<file path="src/rtl/csw_pkg.sv">
// Shared types, codes and constants of the text console cell writer.
`timescale 1ns / 1ps

package csw_pkg;

  localparam int CMD_W   = 2;
  localparam int CHAR_W  = 8;
  localparam int COLOR_W = 4;
  localparam int ADDR_W  = 11;
  localparam int LOC_W   = 11;
  localparam int CELL_W  = 16;

  localparam int DEF_COLUMNS  = 80;
  localparam int DEF_ROWS     = 25;
  localparam int DEF_TAB_STOP = 8;

  localparam logic [CHAR_W-1:0] CODE_BS    = 8'h08;
  localparam logic [CHAR_W-1:0] CODE_TAB   = 8'h09;
  localparam logic [CHAR_W-1:0] CODE_LF    = 8'h0A;
  localparam logic [CHAR_W-1:0] CODE_CR    = 8'h0D;
  localparam logic [CHAR_W-1:0] CODE_SPACE = 8'h20;
  localparam logic [CHAR_W-1:0] CODE_LIMIT = 8'h80;

  localparam logic [CELL_W-1:0] BLANK_CELL = 16'h0F20;

  typedef enum logic [CMD_W-1:0] {
    CMD_PUT   = 2'd0,
    CMD_CLEAR = 2'd1,
    CMD_READ  = 2'd2
  } csw_cmd_e;

  typedef enum logic [1:0] {
    ST_IDLE,
    ST_READ,
    ST_SWEEP,
    ST_DONE
  } csw_state_e;

  typedef struct packed {
    logic put;
    logic clear;
  } cur_cmd_t;

  typedef struct packed {
    logic store;
    logic overflow;
  } cur_stat_t;

  typedef struct packed {
    logic last;
    logic we;
    logic blank;
  } sweep_stat_t;

endpackage

</file>
<file path="src/rtl/csw_sweep.sv">
// Sweep sequencer: walks every cell once for a scroll or a clear.
`timescale 1ns / 1ps

module csw_sweep #(
  parameter int COLUMNS = csw_pkg::DEF_COLUMNS,
  parameter int ROWS    = csw_pkg::DEF_ROWS,
  parameter int AW      = $clog2(COLUMNS * ROWS)
) (
  input  logic                 clk_i,
  input  logic                 rst_ni,
  input  logic                 start_i,
  input  logic                 blank_all_i,
  output csw_pkg::sweep_stat_t stat_o,
  output logic [AW-1:0]        rd_addr_o,
  output logic [AW-1:0]        wr_addr_o
);
  import csw_pkg::*;

  localparam int CELLS = COLUMNS * ROWS;
  localparam int KEEP  = (ROWS - 1) * COLUMNS;

  logic          run_q;
  logic          all_q;
  logic [AW-1:0] cnt_q;
  logic          pend_q;
  logic          pend_blank_q;
  logic [AW-1:0] pend_addr_q;

  logic          issue_blank;
  logic          last;
  logic [AW:0]   src;

  always_comb begin
    issue_blank = all_q || (cnt_q >= AW'(KEEP));
    src         = (AW+1)'(cnt_q) + (AW+1)'(COLUMNS);
    rd_addr_o   = issue_blank ? '0 : AW'(src);
    last        = run_q && (cnt_q == AW'(CELLS - 1));
  end

  always_ff @(posedge clk_i or negedge rst_ni) begin
    if (!rst_ni) begin
      run_q  <= 1'b0;
      all_q  <= 1'b0;
      cnt_q  <= '0;
      pend_q <= 1'b0;
    end else begin
      pend_q <= run_q;
      if (start_i) begin
        run_q <= 1'b1;
        all_q <= blank_all_i;
        cnt_q <= '0;
      end else if (run_q) begin
        if (last) begin
          run_q <= 1'b0;
        end else begin
          cnt_q <= cnt_q + AW'(1);
        end
      end
    end
  end

  always_ff @(posedge clk_i) begin
    pend_blank_q <= issue_blank;
    pend_addr_q  <= cnt_q;
  end

  assign stat_o.last  = last;
  assign stat_o.we    = pend_q;
  assign stat_o.blank = pend_blank_q;
  assign wr_addr_o    = pend_addr_q;

endmodule

</file>
<file path="config.mk">
export PLATFORM = sky130hd
export DESIGN_NAME = csw_sweep
export DESIGN_NICKNAME = d
export VERILOG_FILES = /design/src/rtl/csw_pkg.sv /design/src/rtl/csw_sweep.sv
export SDC_FILE = /design/constraint.sdc
export NUM_CORES = 1
export LEC_CHECK = 0
export BUFFER_PORTS_ARGS = -buffer_cell sky130_fd_sc_hd__buf_2
export CORE_MARGIN = 1
export CORE_UTILIZATION = 55
export DETAILED_ROUTE_END_ITERATION = 6
export HOLD_SLACK_MARGIN = 0.02
export PLACE_DENSITY = 0.92
export SYNTH_ARGS = -nofsm -noshare
export SYNTH_HDL_FRONTEND = slang
export SYNTH_SLANG_ARGS = --single-unit
</file>
<file path="constraint.sdc">
create_clock -name clk_i -period 2.9 [get_ports clk_i]
set_input_delay 0.29 -clock clk_i [delete_from_list [all_inputs] [get_ports clk_i]]
set_output_delay 0.29 -clock clk_i [all_outputs]
set_load 0.01 [all_outputs]
</file>
==> impl_results.md <==
* Status: complete, no violations
* Fin nets at 150
* Max Freq at 476 MHz
* GRT Residual Overflow at 0
* PortBufs at 28
* First-pass GRT wire length at 3110 um
* Slew headroom at 65.9%
* Worst vdd ir at ~0.36 mV
* Yosys reg bits at 26
* Clock latency on the worst-skew pair at approximately 0.31 ns
* CTS tree: done
* Num CTS Buffers at 3
* Crit path time final at 2.10 ns
* CP Launch Type: register
* Most frequent cells in the layout: buf_2 (28), nor2_1 (15), dfrtp_1 (14), dfxtp_1 (12), a21oi_1 (10)
* Crit Path Max Fanout at 8
* Post-route setup TNS at 0 ns
* Static leakage at approximately 0.60 nW
* Met2 GRT Util at 32.2%
* DRC at 0
* Max stage delay on crit path at 0.50 ns
* Cell Area, Synth at 1150 um2
* Clk root buf: clkbuf_4
* Crit-path slowest cell: dfrtp_1
* Syn Area/Cell at 10.0 um2
* Fin. Hold Viols at 0
* Synth top area share at 30.5%
* Crit end category: output pin
* DRT iter0 DRCs at 10
* Ys Warns at 0
* Hold Crit Class: in2reg
* GPL Wtd Cong at 0.822
* Setup skew after layout at 0.0107 ns
* Die footprint at 2280 um2
* Via density per instance at 5.20
* Max cap viols at 0
* GRT Max-Usage Layer: met2
* Resized cells post-CTS at 0
* Met1 Use GR at 26.1%
* DRT antenna net count at 0
* Filler cells at approximately 150
* Core area at about 2000 um2
* Largest net degree at the start of global routing at 15
* Routed WL per cell at 12.5 um
* Die height at 47.7 um
* CTS H-tree depth at 1
* Reg clk slew, reported paths at 0.14 ns
* CP cell instances: nand3_2 -> nor2_1 -> nor2_1 -> clkinv_1 -> nor2_1 -> buf_2
* WL final at 2100 um
* Rows at 16
* WP data arrival at 1.81 ns
* Seq/Total Area, Yosys at 51.4%
* Final setup margin at 0.797 ns
* DPL Wire Length at 1500 um
* WP buf/inv at 2
* Post-synth top area cell: dfrtp_1
* Share of cells above drive strength 1 at 26.2%
* RSZ-0062 raised after global routing: false
* IO Pins at 29
* Routed via count at between 800 and 900
* Power Density at 453 nW/um2
* Ant diodes at 0
* Synth cell types at 35
* Post-place setup slack at 1.07 ns
* Worst path required time at 2.61 ns
* Final setup fails at 0
* Vias in the first global route at 713
* Fin crit share at 72.5%
* Post-synthesis cell count at around 120
* Crit Path Class: reg2out
* Pins Over Slew Limit at 0
* Sink Count at 26
* Initial antenna violation count at 0
* Worst-margin pin slew at 0.512 ns
* GRT Total Usage at 19.5%
* GRT met3 Usage at between 2 and 2.5%
* Clk buf depth at 2
* DIE WIDTH at between 40 and 50 um
* Drt pass-1 iters at 4
* Post-synth net total at 123
* Syn-to-layout area delta at 14.1%
* Starting Density at 58.6%
* Synth top area cells: dfrtp_1 (30%), dfxtp_1 (21%), nor2_1 (4.9%)
* Commonest non-fill, non-tap cell in the layout: buf_2
* Crit path max-delay family: simple AND/OR/NAND/NOR gates
* Crit-path most repeated cell: nor2_1
cells in the mapped netlist, drive strengths merged:
cell,number
nor2,15
dfrtp,14
dfxtp,12
a21oi,10
inv,7
o21ai,7
buf,5
nand3,5
and2,4
ha,4
or3,4
nor3,3
xnor2,3
and4,2
nand2,2
nand4,2
o31ai,2
xor2,2
a211oi,1
a311oi,1
a31oi,1
and3,1
clkbuf,1
clkinv,1
dlygate4sd1,1
mux2,1
mux2i,1
nand2b,1
or3b,1
or4,1
registers in the layout (all words and copies together) (netlist names):
signal / cells
cnt_q: 11
all_q: 1
wr_addr_o: 11
pend_q: 1
pend_blank_q: 1
run_q: 1
stage by stage:
| step | cell area (um2) | hold slack (ns) | util (%) | total power [mW] | cells |
|---|---|---|---|---|---|
| 2_1_floorplan | 1150 | -0.00559 | - | 0.408 | 115 |
| 3_3_place_gp | 1270 | 0.196 | 64.5 | 0.424 | 163 |
| 3_5_place_dp | 1270 | 0.202 | 64.5 | 0.426 | 163 |
| 6_report | 1310 | 0.204 | 66.9 | 0.595 | 168 |
| 4_1_cts | 1310 | 0.198 | 66.9 | 0.601 | 168 |
| 5_1_grt | 1310 | 0.205 | 66.9 | 0.621 | 168 |
where the power goes:
| part | switching [mW] | internal, mW | total [mW] |
|---|---|---|---|
| combinational | 0.0268 | 0.0167 | 0.0435 |
| sequential | 0.00669 | 0.370 | 0.376 |
| clock | 0.0989 | 0.0765 | 0.175 |
layout make-up:
type	instances	area [um2]	area share (%)
sequential	26	591	45.0
multi-input combinational	74	472	35.9
timing repair buffer	29	150	11.4
clock buffer	4	36.3	2.76
tap	27	33.8	2.57
inverter	8	30.0	2.29
worst paths after layout:
| check | start | to | slack (ns) | depth (start not counted) |
|---|---|---|---|---|
| max reg2reg | cnt_q[4]$_DFFE_PN0P_ | cnt_q[1]$_DFFE_PN0P_ | 1.03 | 6 |
| min | blank_all_i | all_q$_DFFE_PN0P_ | 0.20 | 2 |
| max | cnt_q[7]$_DFFE_PN0P_ | rd_addr_o[1] | 0.80 | 6 |
| max in group asynchronous | rst_ni | cnt_q[0]$_DFFE_PN0P_ | 2.27 | 2 |
| min reg2reg | cnt_q[0]$_DFFE_PN0P_ | wr_addr_o[0]$_DFF_P_ | 0.47 | 0 |
| min in group asynchronous | rst_ni | cnt_q[6]$_DFFE_PN0P_ | 0.38 | 2 |
layer usage:
layer  share of wire, %  up-vias  routed length, um
li1                   -      440                  -
met1                 44      401                922
met2                 50       30               1060
met3                4.3        2                 90
met4                1.3        0                 27
met5                  0        -                  0
cells by family after synthesis:
kind of cell	synth area share (%)
AOI/OAI and AO/OA	11.9
xor gates and xnor gates	3.81
adders and majority gates	4.35
buffers and inverters	7.62
DFF	51.4
muxes	1.85
and+or+nand+nor	19.2
worst register-to-register path, stage by stage, from the launching register on:
cell     delay (ns)
dfrtp_1        0.48
inv_1          0.14
ha_1           0.21
nand3_1        0.16
o31ai_4        0.48
mux2i_1        0.24
nor2_1         0.05
what timing repair did:
action,CTS,global route
hold buffers,1,0
endpoints found under the hold margin,14,0
setup buffers,0,0
Note: power is estimated with default switching activity, not from simulation.
