File: src/rtl/csw_pkg.sv
// Shared types, codes and constants of the text console cell writer.
`timescale 1ns / 1ps

package csw_pkg;

  localparam int CMD_W   = 2;
  localparam int CHAR_W  = 8;
  localparam int COLOR_W = 4;
  localparam int ADDR_W  = 11;
  localparam int LOC_W   = 11;
  localparam int CELL_W  = 16;

  localparam int DEF_COLUMNS  = 80;
  localparam int DEF_ROWS     = 25;
  localparam int DEF_TAB_STOP = 8;

  localparam logic [CHAR_W-1:0] CODE_BS    = 8'h08;
  localparam logic [CHAR_W-1:0] CODE_TAB   = 8'h09;
  localparam logic [CHAR_W-1:0] CODE_LF    = 8'h0A;
  localparam logic [CHAR_W-1:0] CODE_CR    = 8'h0D;
  localparam logic [CHAR_W-1:0] CODE_SPACE = 8'h20;
  localparam logic [CHAR_W-1:0] CODE_LIMIT = 8'h80;

  localparam logic [CELL_W-1:0] BLANK_CELL = 16'h0F20;

  typedef enum logic [CMD_W-1:0] {
    CMD_PUT   = 2'd0,
    CMD_CLEAR = 2'd1,
    CMD_READ  = 2'd2
  } csw_cmd_e;

  typedef enum logic [1:0] {
    ST_IDLE,
    ST_READ,
    ST_SWEEP,
    ST_DONE
  } csw_state_e;

  typedef struct packed {
    logic put;
    logic clear;
  } cur_cmd_t;

  typedef struct packed {
    logic store;
    logic overflow;
  } cur_stat_t;

  typedef struct packed {
    logic last;
    logic we;
    logic blank;
  } sweep_stat_t;

endpackage

File: src/rtl/csw_cursor.sv
// Cursor registers and the put-character cursor arithmetic.
`timescale 1ns / 1ps

module csw_cursor #(
  parameter int COLUMNS  = csw_pkg::DEF_COLUMNS,
  parameter int ROWS     = csw_pkg::DEF_ROWS,
  parameter int TAB_STOP = csw_pkg::DEF_TAB_STOP,
  parameter int AW       = $clog2(COLUMNS * ROWS)
) (
  input  logic                       clk_i,
  input  logic                       rst_ni,
  input  csw_pkg::cur_cmd_t          cmd_i,
  input  logic [csw_pkg::CHAR_W-1:0] char_code_i,
  output csw_pkg::cur_stat_t         stat_o,
  output logic [AW-1:0]              index_o
);
  import csw_pkg::*;

  localparam int CW = $clog2(COLUMNS);
  localparam int RW = $clog2(ROWS);
  localparam int TW = $clog2(TAB_STOP);
  localparam int NW = $clog2(COLUMNS + TAB_STOP);

  logic [CW-1:0] col_q;
  logic [RW-1:0] row_q;
  logic [TW-1:0] ph_q;

  logic [NW-1:0] ncol;
  logic [RW:0]   nrow;
  logic [TW-1:0] nph;
  logic          store;
  logic          overflow;

  always_comb begin
    ncol  = NW'(col_q);
    nrow  = (RW+1)'(row_q);
    nph   = ph_q;
    store = 1'b0;
    unique case (char_code_i)
      CODE_BS: begin
        if (col_q != '0) begin
          ncol = NW'(col_q) - NW'(1);
          nph  = (ph_q == '0) ? TW'(TAB_STOP - 1) : ph_q - TW'(1);
        end
      end
      CODE_TAB: begin
        ncol = NW'(col_q) + NW'(TAB_STOP) - NW'(ph_q);
        nph  = '0;
      end
      CODE_CR: begin
        ncol = '0;
        nph  = '0;
      end
      CODE_LF: begin
        ncol = '0;
        nph  = '0;
        nrow = nrow + (RW+1)'(1);
      end
      default: begin
        if (char_code_i >= CODE_SPACE && char_code_i < CODE_LIMIT) begin
          store = 1'b1;
          ncol  = NW'(col_q) + NW'(1);
          nph   = (ph_q == TW'(TAB_STOP - 1)) ? '0 : ph_q + TW'(1);
        end
      end
    endcase
    if (ncol >= NW'(COLUMNS)) begin
      ncol = '0;
      nph  = '0;
      nrow = nrow + (RW+1)'(1);
    end
    overflow = (nrow >= (RW+1)'(ROWS));
  end

  always_ff @(posedge clk_i or negedge rst_ni) begin
    if (!rst_ni) begin
      col_q <= '0;
      row_q <= '0;
      ph_q  <= '0;
    end else if (cmd_i.clear) begin
      col_q <= '0;
      row_q <= '0;
      ph_q  <= '0;
    end else if (cmd_i.put) begin
      col_q <= CW'(ncol);
      row_q <= overflow ? RW'(ROWS - 1) : RW'(nrow);
      ph_q  <= nph;
    end
  end

  assign stat_o.store    = store;
  assign stat_o.overflow = overflow;
  assign index_o         = AW'(row_q) * AW'(COLUMNS) + AW'(col_q);

endmodule

File: config.mk
export PLATFORM = sky130hd
export DESIGN_NAME = csw_cursor
export DESIGN_NICKNAME = d
export VERILOG_FILES = /design/src/rtl/csw_pkg.sv /design/src/rtl/csw_cursor.sv
export SDC_FILE = /design/constraint.sdc
export NUM_CORES = 1
export LEC_CHECK = 0
export ABC_AREA = 1
export BUFFER_PORTS_ARGS = -buffer_cell sky130_fd_sc_hd__buf_2
export CAP_MARGIN = 20
export CORE_MARGIN = 8
export CORE_UTILIZATION = 65
export DETAILED_ROUTE_END_ITERATION = 6
export GPL_TIMING_DRIVEN = 1
export MAX_ROUTING_LAYER = met4
export PLACE_DENSITY = 0.87
export REMOVE_ABC_BUFFERS = 1
export SYNTH_ARGS = -nofsm -noshare
export SYNTH_HDL_FRONTEND = slang
export SYNTH_SLANG_ARGS = --single-unit
File: constraint.sdc
create_clock -name clk_i -period 11 [get_ports clk_i]
set_input_delay 3.3 -clock clk_i [delete_from_list [all_inputs] [get_ports clk_i]]
set_output_delay 3.3 -clock clk_i [all_outputs]
set_load 0.03 [all_outputs]
==> results.md <==
* Initial Util at 0.656
* Post-synth cell types at 36
* Max FO, Critical Path at 5
* Yosys warning count at 0
* Syn Area/Cell at ~6.8 um2
* WS Path Type: input port to primary output
* Slew @ Worst Pin at 0.441 ns
* Gates resized, CTS repair at 0
* Layout cell share with drive strength beyond 1 at 0.194
* FP Rows at 22
* Critical Path Start Type: input port
* Most common cell after layout, fill and taps aside: nand2_1
* Max-cap violations at 0
* Most frequent cells in the layout: nand2_1 (94), inv_1 (41), nand3_1 (30)
* Boundary pin count at 25
* Slew headroom at 0.705
* Largest net degree at the start of global routing at 16
* Clk pwr share at 0.172
* Net Sw Frac at 0.444
* Worst-path clk slew at 0.09 ns
* Max Slew Vio Count at 0
* # hold bufs at CTS at 0
* Layout Nets at 404
* Die ar. at 5790 um2
* Hold Crit Class: flip-flop to flip-flop
* Comb pwr share at 0.482
* Run status: finished clean
* Cell family with most CP delay: simple AND/OR/NAND/NOR gates
* Post-DP HPWL at 4.07 mm
* Maximum clock rate at 117 MHz
* Clk_lat worst skew at between 0.2 and 0.3 ns
* Area Overhead vs Synth at 5.81%
* Core ar. at 3580 um2
* Mapped Area at 2350 um2
* Clk buf depth at 2
* Critical Path Max Stage Delay at 0.19 ns
* Met1 GRT Util at 0.243
* Design Power at 190 uW
* Drt total wl at ~5.2 mm
* Place WS at 2.45 ns
* Gr usage total at 0.185
* Tcrit/Tclk final at 0.779
* Power Dens Cells at 76.5 nW/um2
* Routed Antenna Nets at 0
* TritonCTS buffer count at 3
* Vias in the first global route at ~2.1k
* Die H at 76.1 um
* Worst path bufs/invs at 5
* Sequential share of power at 0.346
* Critical Path RT at 7.70 ns
* RSZ-0062 raised after global routing: false
* DRC at 0
* Total internal power at ~110 uW
* Fin Setup TNS at 0 ns
* CTS Sinks at 15
* Number of synthesized register bits at 15
* Initial antenna violation count at 0
* Lkg Pwr at 0.00138 uW
* Die width at 76.1 um
* CTS tree: yes
* Total congestion overflow at 0
* GRT met3 Usage at 0.0189
* Met2 Use GR at 0.294
* Routed WL per cell at ~13 um
* Clock skew at 0.00101 ns
* First-pass GRT wire length at slightly above 9 mm
* First DRT Iteration DRCs at 162
* DRT Pass-1 Iters at 4
* Critical Path, Cell by Cell: buf_2 > nor2_2 > nand2_4 > inv_6 > nand2_4 > inv_2 > or2_1 > nand2_1 > inv_2 > ha_1 > nand3_1 > o21ai_0 > nand2_1 > nand3_1 > nand2_1 > nor2_1 > nand2_2 > nand2_1 > buf_2
* Vias per cell at 5.46
* GRT busiest layer: met2
* Post-Syn Instances at 343
* CP arrival at 5.27 ns
* Final hold slack at 0.620 ns
* Port buffer count at 24
* Slowest stage cell, crit path: buf_2
* H-tree levels at 1
* Most frequent CP cell: nand2_1
* Final setup viols at 0
* Post-CTS Setup Bufs at 0
* Clock root buffer: clkbuf_4
* Psw at 84.3 uW
* Register area share after synthesis at 0.160
* Fin. Hold Viols at 0
* Antenna diodes at 0
* Crit end category: primary output
* Max VDD drop at a little over 0.00008 V
* Vias at roughly 2.2k
* Final worst setup slack at 2.43 ns
* Minimum clock period at between 8 and 9 ns
* Routability congestion estimate at 0.927
-- sequential cells by signal, summed over array words and instances, names as in the netlist --
register,flops
col_q,7
ph_q,3
row_q,5
-- cells in the mapped netlist (all sizes together) --
master	number	area, um2
a221oi	1	8.76
nand2	109	482
nor2	30	168
nand3b	1	7.51
dfrtp	15	375
o311ai	1	8.76
inv	49	189
ha	27	338
xnor2	3	26.3
fa	3	60.1
a21oi	10	87.6
xor2	14	123
or2	1	6.26
o22ai	4	25.0
o221ai	1	8.76
nor3	1	5.00
buf	10	71.3
o21ai	17	88.8
o32ai	5	43.8
nand3	33	180
nand4	6	37.5
clkinv	2	8.75
-- power groups by stage --
| stage | Combinational [uW] | Sequential (uW) | Clock (uW) |
|---|---|---|---|
| finish | 91.5 | 65.8 | 32.7 |
| global route | 104 | 66.4 | 35.2 |
| CTS | 90.8 | 65.7 | 33.6 |
| detailed placement | 89.4 | 66.7 | 0 |
| global placement | 88.1 | 66.6 | 0 |
| floorplan | 68.2 | 66.8 | 0 |
-- per-layer routing --
metal  vias to the layer above  share of wire
li1                       1144              -
met1                      1008           0.47
met2                        77           0.46
met3                         6          0.057
met4                         0         0.0088
met5                         -              0
-- path summary, 6_finish.rpt --
| kind | start | end | slack (ns) | cells after the start |
|---|---|---|---|---|
| worst max-delay path | char_code_i[7] | stat_o[0] | 2.43 | 19 |
| worst min-delay path | ph_q[1] | ph_q[1] | 0.62 | 2 |
| worst max register to register | col_q[0] | row_q[0] | 8.17 | 19 |
| worst min register to register | ph_q[1] | ph_q[1] | 0.62 | 2 |
| max in group asynchronous | rst_ni | col_q[0] | 7.84 | 1 |
| min in group asynchronous | rst_ni | ph_q[1] | 2.90 | 1 |
-- worst min-delay path, delay by kind of cell (launching register included) --
family                 cells  cell delay, ns
AOI/OAI and AO/OA          1            0.13
buffers and inverters      1            0.09
DFF                        1            0.36
-- stage by stage --
step,area [um2],cells,utilization
2_1_floorplan,2280,333,-
3_3_place_gp,2460,405,0.687
3_5_place_dp,2460,405,0.687
4_1_cts,2480,409,0.694
5_1_grt,2480,409,0.694
6_report,2480,409,0.694
-- cell type report --
| type | count | area (um2) |
|---|---|---|
| Sequential cell | 15 | 375 |
| Clock buffer | 3 | 22.5 |
| Fill cell | 321 | 1090 |
| Multi-Input combinational cell | 267 | 1700 |
| Clock inverter | 1 | 5.00 |
| Tap cell | 48 | 60.1 |
| Timing Repair Buffer | 24 | 120 |
| Inverter | 51 | 198 |
-- kinds of logic after synthesis --
family                     count (synthesis)  share of synthesized area
AOI/OAI and AO/OA                         39                      0.116
xor gates and xnor gates                  17                     0.0634
adders and majority gates                 30                      0.169
buffers and inverters                     61                      0.115
DFF                                       15                      0.160
and+or+nand+nor                          181                      0.377
Note: power is estimated with default switching activity, not from simulation.
